<file path="config.mk">
export PLATFORM = sky130hd
export DESIGN_NAME = pmd_axis_unit
export DESIGN_NICKNAME = d
export VERILOG_FILES = /design/src/rtl/core/particle_mass_deposition_assert.svh /design/src/rtl/core/pmd_pkg.sv /design/src/rtl/core/pmd_axis_unit.sv
export SDC_FILE = /design/constraint.sdc
export NUM_CORES = 1
export LEC_CHECK = 0
export ABC_AREA = 1
export BUFFER_PORTS_ARGS = -buffer_cell sky130_fd_sc_hd__buf_2
export CORE_ASPECT_RATIO = 1.2
export CORE_MARGIN = 2
export CORE_UTILIZATION = 35
export DETAILED_ROUTE_END_ITERATION = 10
export PLACE_DENSITY = 0.57
export SYNTH_ARGS = -nofsm -noshare
export SYNTH_HDL_FRONTEND = slang
export SYNTH_SLANG_ARGS = --single-unit
export TNS_END_PERCENT = 20
</file>
<file path="constraint.sdc">
create_clock -name i_clk -period 7.74 [get_ports i_clk]
set_input_delay 0.774 -clock i_clk [delete_from_list [all_inputs] [get_ports i_clk]]
set_output_delay 0.774 -clock i_clk [all_outputs]
set_load 0.01 [all_outputs]
</file>
<file path="src/rtl/core/particle_mass_deposition_assert.svh">
// Assertion macros shared by the particle mass deposition RTL.
// Each macro expects i_clk and i_rst_n to be in scope in the using module.
`ifndef PARTICLE_MASS_DEPOSITION_ASSERT_SVH
`define PARTICLE_MASS_DEPOSITION_ASSERT_SVH

// The consequent must hold in the same cycle as the antecedent.
`define PMD_ASSERT_NOW(label, ante, cons, msg) \
    label: assert property (@(posedge i_clk) disable iff (!i_rst_n) (ante) |-> (cons)) \
        else $error(msg);

// The consequent must hold in the cycle after the antecedent.
`define PMD_ASSERT_NEXT(label, ante, cons, msg) \
    label: assert property (@(posedge i_clk) disable iff (!i_rst_n) (ante) |=> (cons)) \
        else $error(msg);

`endif

</file>
<file path="src/rtl/core/pmd_pkg.sv">
// Shared types, codes and constants of the particle mass deposition block.
// Used by pmd_axis_unit, pmd_grid_mem and particle_mass_deposition.
`default_nettype none
package pmd_pkg;

    localparam int GRID_SIZE_DEF = 16;

    localparam logic [1:0] MODE_DEPOSIT = 2'd0;
    localparam logic [1:0] MODE_CLEAR   = 2'd1;
    localparam logic [1:0] MODE_READ    = 2'd2;
    localparam logic [1:0] MODE_UNDEF   = 2'd3;

    localparam logic [1:0] SCHEME_NGP   = 2'd0;
    localparam logic [1:0] SCHEME_CIC   = 2'd1;
    localparam logic [1:0] SCHEME_TSC   = 2'd2;
    localparam logic [1:0] SCHEME_UNDEF = 2'd3;

    localparam logic [2:0] CFG_SCHEME  = 3'd0;
    localparam logic [2:0] CFG_UNIT    = 3'd1;
    localparam logic [2:0] CFG_PMASK   = 3'd2;
    localparam logic [2:0] CFG_PSIZE_X = 3'd3;
    localparam logic [2:0] CFG_PSIZE_Y = 3'd4;
    localparam logic [2:0] CFG_PSIZE_Z = 3'd5;
    localparam logic [2:0] CFG_SCALE   = 3'd6;

    localparam logic [1:0]  RST_SCHEME = SCHEME_CIC;
    localparam logic [10:0] RST_PSIZE  = 11'd16;
    localparam logic [31:0] RST_SCALE  = 32'd65536;

    localparam logic [16:0] ONE_Q16  = 17'd65536;
    localparam logic [15:0] HALF_Q16 = 16'd32768;

    typedef enum logic [1:0] {
        AX_IDLE,
        AX_SQ,
        AX_DIV,
        AX_FIN
    } t_axis_state;

    typedef enum logic [2:0] {
        ST_CLEAR,
        ST_IDLE,
        ST_AXIS_GO,
        ST_AXIS_WAIT,
        ST_ACC,
        ST_DRAIN,
        ST_READ,
        ST_RDWAIT
    } t_state;

    typedef struct packed {
        logic add;
        logic rd;
        logic clr;
        logic sat;
    } t_grid_ctl;

endpackage
`default_nettype wire

</file>
<file path="src/rtl/core/pmd_axis_unit.sv">
// Per-axis cell and weight unit: splits a position, wraps it when enabled with a
// bit-serial remainder and gives the cell indices and Q1.16 weights. Depends on pmd_pkg.
`default_nettype none
module pmd_axis_unit #(
    parameter int GRID_SIZE = pmd_pkg::GRID_SIZE_DEF
) (
    input  wire logic                          i_clk,
    input  wire logic                          i_rst_n,
    input  wire logic                          i_start,
    input  wire logic [31:0]                   i_raw,
    input  wire logic [1:0]                    i_scheme,
    input  wire logic                          i_wrap,
    input  wire logic [10:0]                   i_size,
    output logic                               o_done,
    output logic [$clog2(GRID_SIZE)-1:0]       o_idx [3],
    output logic                               o_ok  [3],
    output logic [16:0]                        o_w   [3]
);

    localparam int XW = $clog2(GRID_SIZE);

    pmd_pkg::t_axis_state r_state, n_state;

    logic [17:0] r_c;
    logic [15:0] r_f;
    logic [16:0] r_mag;
    logic [10:0] r_rem;
    logic [4:0]  r_bit;
    logic [1:0]  r_scheme;
    logic        r_wrap;
    logic [10:0] r_size;
    logic [33:0] r_sqa;
    logic [31:0] r_sqf;

    logic [33:0] b;
    logic [17:0] c_new;
    logic [15:0] shift;
    logic [16:0] a;
    logic [11:0] rem_sh;
    logic [11:0] rem_sub;
    logic [10:0] m;
    logic [18:0] ic, im, ip;
    logic [18:0] sel [3];
    logic [16:0] wl, wr, wc;

    always_comb begin
        shift = (i_scheme == pmd_pkg::SCHEME_CIC) ? pmd_pkg::HALF_Q16 : 16'd0;
        b = {2'b00, i_raw ^ 32'h8000_0000} + 34'h1_0000_0000 - {18'd0, shift};
        c_new = {1'b0, b[32:16]} - 18'd98304;
        a = pmd_pkg::ONE_Q16 - {1'b0, r_f};
        rem_sh = {r_rem, r_mag[r_bit]};
        rem_sub = rem_sh - {1'b0, r_size};
    end

    always_comb begin
        n_state = r_state;
        case (r_state)
            pmd_pkg::AX_IDLE: if (i_start) n_state = pmd_pkg::AX_SQ;
            pmd_pkg::AX_SQ:   n_state = r_wrap ? pmd_pkg::AX_DIV : pmd_pkg::AX_FIN;
            pmd_pkg::AX_DIV:  if (r_bit == 5'd0) n_state = pmd_pkg::AX_FIN;
            pmd_pkg::AX_FIN:  n_state = pmd_pkg::AX_IDLE;
            default:          n_state = pmd_pkg::AX_IDLE;
        endcase
    end

    always_comb begin
        o_done = (r_state == pmd_pkg::AX_FIN);
    end

    always_ff @(posedge i_clk) begin
        if (!i_rst_n) begin
            r_state <= pmd_pkg::AX_IDLE;
        end else begin
            r_state <= n_state;
        end
    end

    always_ff @(posedge i_clk) begin
        r_sqa <= a * a;
        r_sqf <= r_f * r_f;
        if (r_state == pmd_pkg::AX_IDLE && i_start) begin
            r_c      <= c_new;
            r_f      <= b[15:0];
            r_mag    <= c_new[17] ? 17'(-c_new) : c_new[16:0];
            r_rem    <= 11'd0;
            r_bit    <= 5'd16;
            r_scheme <= i_scheme;
            r_wrap   <= i_wrap && (i_size != 11'd0);
            r_size   <= i_size;
        end else if (r_state == pmd_pkg::AX_DIV) begin
            r_rem <= rem_sh >= {1'b0, r_size} ? rem_sub[10:0] : rem_sh[10:0];
            r_bit <= r_bit - 5'd1;
        end
    end

    always_comb begin
        m = (r_c[17] && r_rem != 11'd0) ? r_size - r_rem : r_rem;
        if (r_wrap) begin
            ic = {8'd0, m};
            im = (m == 11'd0) ? {8'd0, r_size - 11'd1} : {8'd0, m - 11'd1};
            ip = (m + 11'd1 == r_size) ? 19'd0 : {8'd0, m + 11'd1};
        end else begin
            ic = {r_c[17], r_c};
            im = {r_c[17], r_c} - 19'd1;
            ip = {r_c[17], r_c} + 19'd1;
        end
        wl = 17'((r_sqa + 34'd65536) >> 17);
        wr = 17'(({2'b00, r_sqf} + 34'd65536) >> 17);
        wc = pmd_pkg::ONE_Q16 - wl - wr;
        case (r_scheme)
            pmd_pkg::SCHEME_NGP: begin
                sel[0] = ic; sel[1] = ip; sel[2] = ip;
                o_w[0] = pmd_pkg::ONE_Q16; o_w[1] = 17'd0; o_w[2] = 17'd0;
            end
            pmd_pkg::SCHEME_CIC: begin
                sel[0] = ic; sel[1] = ip; sel[2] = ip;
                o_w[0] = a; o_w[1] = {1'b0, r_f}; o_w[2] = 17'd0;
            end
            default: begin
                sel[0] = im; sel[1] = ic; sel[2] = ip;
                o_w[0] = wl; o_w[1] = wc; o_w[2] = wr;
            end
        endcase
        for (int i = 0; i < 3; i++) begin
            o_ok[i]  = !sel[i][18] && (sel[i] < 19'(GRID_SIZE));
            o_idx[i] = sel[i][XW-1:0];
        end
    end

endmodule
`default_nettype wire

</file>
== Word-level counts from Yosys, hierarchy flattened ==
Cells that the tools add are included.

* Add/sub/neg operators: 17
* Multipliers: 2
* Magnitude comparators: 5
* Equality and inequality tests: 8
* Mux-type cells: 17
* Bitwise gates (word level): 1
* Reduce and logical (&&, ||, !) cells: 17

{| class="wikitable"
|+ Operators by type and width
! operator !! count
|-
| 51-bit case mux with 2 select lines || 1
|-
| 19-bit by 5-bit < comparator with 1-bit output (second input constant) || 3
|-
| 19-bit two-way mux || 3
|-
| 57-bit two-way mux || 1
|-
| 11-bit two-way mux || 4
|-
| 34-bit by 17-bit adder with 34-bit output (second input constant) || 1
|-
| 17-bit by 17-bit multiplier with 34-bit output || 1
|-
| 32-bit by 17-bit adder with 33-bit output (second input constant) || 1
|-
| 32-bit by 33-bit adder with 33-bit output (second input constant) || 1
|-
| 33-bit by 16-bit subtractor with 33-bit output || 1
|-
| 16-bit by 16-bit multiplier with 32-bit output || 1
|-
| 11-bit nonzero test || 2
|-
| 11-bit by 1-bit subtractor with 11-bit output (second input constant) || 2
|-
| 11-bit subtractor || 2
|-
| 18-bit by 2-bit adder with 19-bit output (second input constant) || 1
|-
| 18-bit by 2-bit subtractor with 19-bit output (second input constant) || 1
|-
| 17-bit by 17-bit subtractor with 18-bit output (second input constant) || 1
|-
| 17-bit two-way mux || 1
|-
| 17-bit negator || 1
|-
| 17-bit by 16-bit subtractor with 17-bit output || 1
|-
| 17-bit by 16-bit subtractor with 17-bit output (first input constant) || 1
|-
| 17-bit subtractor (first input constant) || 1
|-
| 16-bit two-way mux || 1
|-
| 12-bit by 11-bit >= comparator with 1-bit output || 1
|-
| other kinds (19) || 33
|}

* Flip-flop bits (word level): 149
* Input bits: 49
* Output and inout port bits: 67

== Longest topological paths before layout ==
Gate-level depths: netlist of run 1.

* Word-level depth: 10
* Gate-level depth with buffers: 41

== Worst setup path before layout of run 1 ==
No wires, ideal clock.

* Path type: flip-flop to flip-flop
* Start: register r_f[0]
* End: register r_sqa[30]
* Setup time: 125 ps
* Arrival time: 7246 ps
* Data required time: 7615 ps
* Slack: 369 ps
* Stages on the path, launching flop included: 36
* Buffers on the path: 3
* Clock period less this slack: 7371 ps
* Cell sequence: edfxtp_1 > buf_2 > clkinv_1 > clkbuf_1 > ha_1 > inv_1 > nor2_1 > inv_1 > nor2_2 > inv_1 > nor2_2 > inv_1 > nor3_1 > inv_1 > nand2_1 > clkbuf_1 > nor2_1 > fa_1 > inv_1 > fa_1 > inv_1 > fa_1 > fa_1 > fa_1 > inv_1 > fa_1 > inv_1 > ha_1 > nand2_1 > nor2_1 > nand4_1 > o21ai_0 > a31oi_1 > o31ai_1 > a31oi_1 > xor2_1

* Cells in the longest elaborated chain, start to end: 2

{| class="wikitable"
|+ Ends and longest elaborated chain
! what !! line !! RTL
|-
| start: declaration || pmd_axis_unit.sv:25 || <nowiki>logic [15:0] r_f;</nowiki>
|-
| start signal: assignment || pmd_axis_unit.sv:83 || <nowiki>r_f <= b[15:0];</nowiki>
|-
| 17-bit by 16-bit subtractor with 17-bit output || pmd_axis_unit.sv:50 || <nowiki>a = pmd_pkg::ONE_Q16 - {1'b0, r_f};</nowiki>
|-
| 17-bit by 17-bit multiplier with 34-bit output || pmd_axis_unit.sv:79 || <nowiki>r_sqa <= a * a;</nowiki>
|-
| end signal: assignment || pmd_axis_unit.sv:79 ||
|-
| end: declaration || pmd_axis_unit.sv:32 || <nowiki>logic [33:0] r_sqa;</nowiki>
|}

No other way between the ends.
A chain may end at the register's enable or synchronous reset.

== Worst setup path after layout of run 1 ==
* Start: register r_f[0]
* End: register r_sqa[32]

Same word-level chain as after synthesis.

==> out/qor.yml, run 1 <==
async_flop_share_pct: 0
routedWlPerCell_um: 16.5
finalClockSkew_ns: 0.0113
ant_nets: 0
vias: 20300
max_slew_margin_pct: 23.1
post-route-util_pct: 39.2
hold_slack_ns: 0.462
tritoncts: "built"
start_util_pct: 35.5
cp-start-kind: "register"
fp-row-count: 105
htreeDepth: 4
fin_ws_ns: 0.490
grt_pass1_wl_mm: 111
synth.most_common_cell: "inv_1"
numClockSinks: 116
syn_avg_cell_area_um2: 7.74
num_io_pins: 116
cp_top_family: "adder cells"
drcViolationCount: 0
cts_buffer_depth: 2
cp-end-kind: "register"
hold_viol: 0
worst_pin_slew_ns: 1.15
synth_area_leader_cell: "fa_1"
seq_area_frac_synth_pct: 12.2
crit_top_cell: "inv_1"
coreArea_mm2: 0.0686
rsz0062_at_grt: "false"
max_clock_freq_mhz: 138
crit_required_ns: 8.15
drv_slew: 0
synth_top_area_share_pct: 29.3
synth_top_flop_cell: "edfxtp_1"
synth_area_leaders: "fa_1 29%, ha_1 14%, inv_1 11%"
grt_overflow: 0
chipWidth_um: 245
cp.arrival_ns: 7.66
grt_pass1_vias: 20900
gp_congestion: 0.927
fin_crit_sh_pct: 93.7
netlist_instances: 3146
cts_hold_buffers: 0
yosys.cell_types.count: 62
path_buf_inv: 11
fillers: 7248
avgViaCountPerCell: 4.86
dr.first_iter.drc_count: 1071
syn_area_mm2: 0.0244
clock-root-buffer: "clkbuf_16"
fp.dieArea_mm2: 0.0717
hold_class: "input port to register"
nets: 3938
drv_cap: 0
synth_edf_count: 64
clk_pin_slew_ns: 0.07
setup_violations: 0
antenna_found_initial: 3
place_hpwl_mm: 57.1
die_y_um: 293
ys_seq_elements: 116
status: "completed"
totalWireLength_mm: 68.8
diodes: 0
synthToLayoutAreaGrowth_pct: 10.4
drive_gt1_share_pct: 9.29
dr.pass1.iters: 5
fin_tns_setup_ns: 0
ys_warn_count: 0
min_period_ns: 7.25
worstSetupPathType: "register to register"
synth_commonest_cells: "721 x inv_1, 592 x nand2_1, 357 x fa_1, 288 x nor2_1, 273 x ha_1"
track_usage_pct: 19.8
clk_latency_ns: 0.48
critPathMaxStageDelay_ns: 0.54
critPathSlowestCell: "fa_1"
io_buffers: 114
cts_buffers: 17
worstPathMaxFanout: 8
grt_start_max_net_pins: 62
pre_cts_ws_ns: 0.101
==> cells by family (layout without fill, tap and decap cells) <==
family	Yosys count	count (layout)	share of synthesized area (%)
AND/OR/NAND/NOR	1118	1118	19.4
buffers and inverters	830	945	12.9
adder cells (fa/ha/maj)	630	630	43.4
AO/OA/AOI/OAI	328	328	7.75
XOR/XNOR	122	122	4.39
flip-flops	116	116	12.2
other	2	13	0.0308
==> registers in the layout (all words and copies together) (netlist names) <==
name,flops
r_bit,5
r_c,18
r_f,16
r_mag,16
r_rem,11
r_scheme,2
r_size,11
r_sqa,18
r_sqf,16
r_state,2
r_wrap,1
==> final cells by class <==
class,instances,area [um^2],area share (%)
Sequential cell,116,2960,11.0
Timing Repair Buffer,173,1010,3.77
Tap cell,909,1140,4.23
Clock inverter,15,153,0.567
Clock buffer,17,425,1.58
Inverter,740,2780,10.3
Multi-Input combinational cell,2211,18400,68.5
==> metrics by stage <==
stage | instances | area (um^2)
after floorplan | 3157 | 24400
after global placement | 4146 | 26200
after detailed placement | 4146 | 26200
after CTS | 4178 | 26800
after global routing | 4181 | 26900
final | 4181 | 26900
==> per-layer routing <==
metal,vias up,wire (um),track usage [%]
met5,-,15,0
met1,9785,28500,24.7
met2,504,35100,35.5
met4,2,1980,6.10
li1,9908,-,-
met3,110,3240,2.57
==> cells in the final DEF (no fill, tap or decap), drive strengths merged, types with 5 or more instances in the layout <==
cell    count
a21boi      5
a21oi     125
a31oi      13
buf       173
clkbuf     17
clkinv     11
conb       13
dfxtp      52
edfxtp     64
fa        357
ha        273
inv       742
nand2     613
nand3      88
nand3b      7
nand4      41
nor2      306
nor3       34
nor4       15
o21a        6
o21ai     104
o21bai      6
o22ai      30
o31ai       6
or2         8
xnor2      34
xor2       88
==> path summary, 6_finish.rpt <==
check	startpoint	cells past startpoint	endpoint	slack, ns
max	r_f[0]$_DFFE_PP_	35	r_sqa[32]$_DFF_P_	0.49
min	i_raw[13]	1	r_f[13]$_DFFE_PP_	0.46
max reg2reg	r_f[0]$_DFFE_PP_	35	r_sqa[32]$_DFF_P_	0.49
min reg2reg	r_rem[9]$_SDFFE_PP0N_	2	r_rem[9]$_SDFFE_PP0N_	0.52
==> what timing repair did <==
item | in CTS | in global routing
buffers inserted | 0 | 3
endpoints found under the setup margin | 0 | 11
resized for setup | 0 | 27
Power of run 1 is left out: the tool's default activity adds up to more than one toggle a clock period on the data nets, which glitch-free logic cannot reach.
==> run 2: changes to the inputs <==
--- a/config.mk
+++ b/config.mk
@@ -5,13 +5,14 @@
 export SDC_FILE = /design/constraint.sdc
 export NUM_CORES = 1
 export LEC_CHECK = 0
-export ABC_AREA = 1
+export ABC_AREA = 0
 export BUFFER_PORTS_ARGS = -buffer_cell sky130_fd_sc_hd__buf_2
 export CORE_ASPECT_RATIO = 1.2
 export CORE_MARGIN = 2
 export CORE_UTILIZATION = 35
 export DETAILED_ROUTE_END_ITERATION = 10
 export PLACE_DENSITY = 0.57
+export SKIP_LAST_GASP = 1
 export SYNTH_ARGS = -nofsm -noshare
 export SYNTH_HDL_FRONTEND = slang
 export SYNTH_SLANG_ARGS = --single-unit
==> run 2 against run 1 <==
Net effect: synthesized area fell by 4.8%; hold slack improved by 0.043 ns; critical path depth fell by 10; utilization rose by 0.065 points; setup slack got worse by 0.21 ns; die area fell by 4.7%.
==> out/qor.yml, run 2 <==
synth-compound-area-share_pct: 8.83  # was 7.75%
crit_required_ns: 8.12  # was 8.15 ns
synth_commonest_cells: "523 x inv_1, 357 x fa_1, 273 x ha_1, 214 x nand2_1, 186 x nor2_1"  # was 721 x inv_1, 592 x nand2_1, 357 x fa_1, 288 x nor2_1, 273 x ha_1
fin_tns_setup_ns: 0  # unchanged
cp-start-kind: "register"  # unchanged
largest_registers: "r_c: 18 flops, r_sqa: 18 flops"  # unchanged
synth_edf_count: 64  # unchanged
grt_overflow: 0  # unchanged
yosys.cell_types.count: 88  # was 62
max_clock_freq_mhz: 134  # was 138 MHz
worstPathMaxFanout: 5  # was 8
hold_viol: 0  # unchanged
min_period_ns: 7.46  # was 7.25 ns
worst_pin_slew_ns: 1.09  # was 1.15 ns
place_hpwl_mm: 53.4  # was 57.1 mm
regToRegSetupSlack_ns: 0.28  # was 0.49 ns
dr.first_iter.drc_count: 945  # was 1071
cp.arrival_ns: 7.84  # was 7.66 ns
netlist_instances: 2578  # was 3146
placed_cells: 3526  # was 4146
seq_area_frac_synth_pct: 12.8  # was 12.2%
synth_top_family_by_area: "adder cells"  # unchanged
ant_nets: 0  # unchanged
track_usage_pct: 19.2  # was 19.8%
synth_area_leader_cell: "fa_1"  # unchanged
antenna_found_initial: 1  # was 3
cp_top_family: "adder cells"  # unchanged
clk_pin_slew_ns: 0.06  # was 0.07 ns
synthToLayoutAreaGrowth_pct: 11.4  # was 10.4%
grt.busiest_layer: "met2"  # unchanged
path_buf_inv: 7  # was 11
fp.dieArea_mm2: 0.0683  # was 0.0717 mm^2
avgViaCountPerCell: 5.12  # was 4.86
synthMuxAreaShare_pct: 1.32  # was 0%
drv_slew: 0  # unchanged
nets: 3392  # was 3938
die_y_um: 286  # was 293 um
dr.pass1.iters: 6  # was 5
ys_warn_count: 0  # unchanged
cp-end-kind: "register"  # unchanged
crit_top_cell: "fa_1"  # was inv_1
synth_fa_ha_area_share_pct: 45.5  # was 43.4%
status: "completed"  # unchanged
vias: 18300  # was 20300
coreArea_mm2: 0.0657  # was 0.0686 mm^2
synth-simple-area-share_pct: 15.2  # was 19.4%
critPathSlowestCell: "or4_4"  # was fa_1
final_cells: 3566  # was 4181
setup_violations: 0  # unchanged
max_slew_margin_pct: 26.8  # was 23.1%
final_cell_mix: "520 x inv_1, 354 x fa_1, 270 x ha_1"  # was 718 x inv_1, 590 x nand2_1, 357 x fa_1
grt_pass1_vias: 19500  # was 20900
layout_commonest_cell: "inv_1"  # unchanged
cts_buffer_depth: 2  # unchanged
grtUsageMet2_pct: 33.8  # was 35.5%
synth_top_area_share_pct: 30.8  # was 29.3%
synth.most_common_cell: "inv_1"  # unchanged
grt_start_max_net_pins: 57  # was 62
syn_avg_cell_area_um2: 9.00  # was 7.74 um^2
clk_latency_ns: 0.46  # was 0.48 ns
clock-root-buffer: "clkbuf_16"  # unchanged
fin_crit_sh_pct: 96.4  # was 93.7%
drv_cap: 0  # unchanged
num_io_pins: 116  # unchanged
fp-row-count: 103  # was 105
drcViolationCount: 0  # unchanged
grt_pass1_wl_mm: 102  # was 111 mm
use_met1_pct: 23.0  # was 24.7%
totalWireLength_mm: 63.8  # was 68.8 mm
io_buffers: 114  # unchanged
finalClockSkew_ns: 0.0147  # was 0.0113 ns
routedWlPerCell_um: 17.9  # was 16.5 um
synthXorXnorAreaFrac_pct: 6.19  # was 4.39%
start_util_pct: 35.3  # was 35.5%
hold_class: "input port to register"  # unchanged
ys_seq_elements: 116  # unchanged
grt_util_met3_pct: 3.63  # was 2.57%
htreeDepth: 4  # unchanged
cts_buffers: 17  # unchanged
gp_congestion: 0.913  # was 0.927
tritoncts: "built"  # unchanged
drive_gt1_share_pct: 11.3  # was 9.29%
synth_top_flop_cell: "edfxtp_1"  # unchanged
fillers: 6655  # was 7248
syn_area_mm2: 0.0232  # was 0.0244 mm^2
chipWidth_um: 239  # was 245 um
synth_area_leaders: "fa_1 31%, ha_1 15%, inv_1 8.5%"  # was fa_1 29%, ha_1 14%, inv_1 11%
worstSetupPathType: "register to register"  # unchanged
async_flop_share_pct: 0  # unchanged
critPathMaxStageDelay_ns: 0.56  # was 0.54 ns
diodes: 0  # unchanged
numClockSinks: 116  # unchanged
==> run 2: final timing paths <==
check	cells after the start	end	from
max reg2reg	25	r_sqa[30]$_DFF_P_	r_f[9]$_DFFE_PP_
min	1	r_size[1]$_DFFE_PP_	i_size[1]
max	25	r_sqa[30]$_DFF_P_	r_f[9]$_DFFE_PP_
min reg2reg	2	r_bit[4]$_SDFFE_PP1N_	r_bit[4]$_SDFFE_PP1N_
==> run 2: stage by stage <==
stage          hold WS (ns)  setup slack (ns)  utilization (%)  area [um^2]
6_report              0.505             0.280             39.3        25800
5_1_grt               0.493           -0.0206             39.3        25800
4_1_cts               0.481          -0.00246             39.0        25600
3_5_place_dp          0.533           -0.0205             38.2        25100
3_3_place_gp          0.518            0.0660             38.2        25100
2_1_floorplan         0.494            0.0115                -        23300
==> run 2: area by class of cell <==
type                            count  area (um^2)  share of cell area [%]
Inverter                          533         2000                    7.76
Tap cell                          840         1050                    4.07
Multi-Input combinational cell   1854        18100                    70.2
Timing Repair Buffer              191         1160                    4.51
Clock buffer                       20          437                    1.69
Clock inverter                     12         85.1                   0.329
Sequential cell                   116         2960                    11.5
==> run 2: metal layers <==
metal | share of wire (%) | wire length (um)
met1 | 39 | 25100
met2 | 51 | 32200
met3 | 6.3 | 4020
met4 | 3.8 | 2410
met5 | 0 | 0
==> run 2: timing repair <==
action                                  in CTS  in global routing
gates resized for setup                      1                 35
pin swaps                                    4                 32
buffers inserted                             1                  7
hold buffers                                 0                  0
endpoints found under the setup margin       2                  7
==> run 2: kinds of logic (layout without fill, tap and decap cells) <==
logic type	count (synthesis)	in the layout
xor+xnor	163	163
buf+inv	619	756
other cells	2	13
compound gates	307	307
simple gates	719	719
mux	22	22
flops	116	116
fa+ha+maj	630	630
Power of run 2 is left out for the same reason.
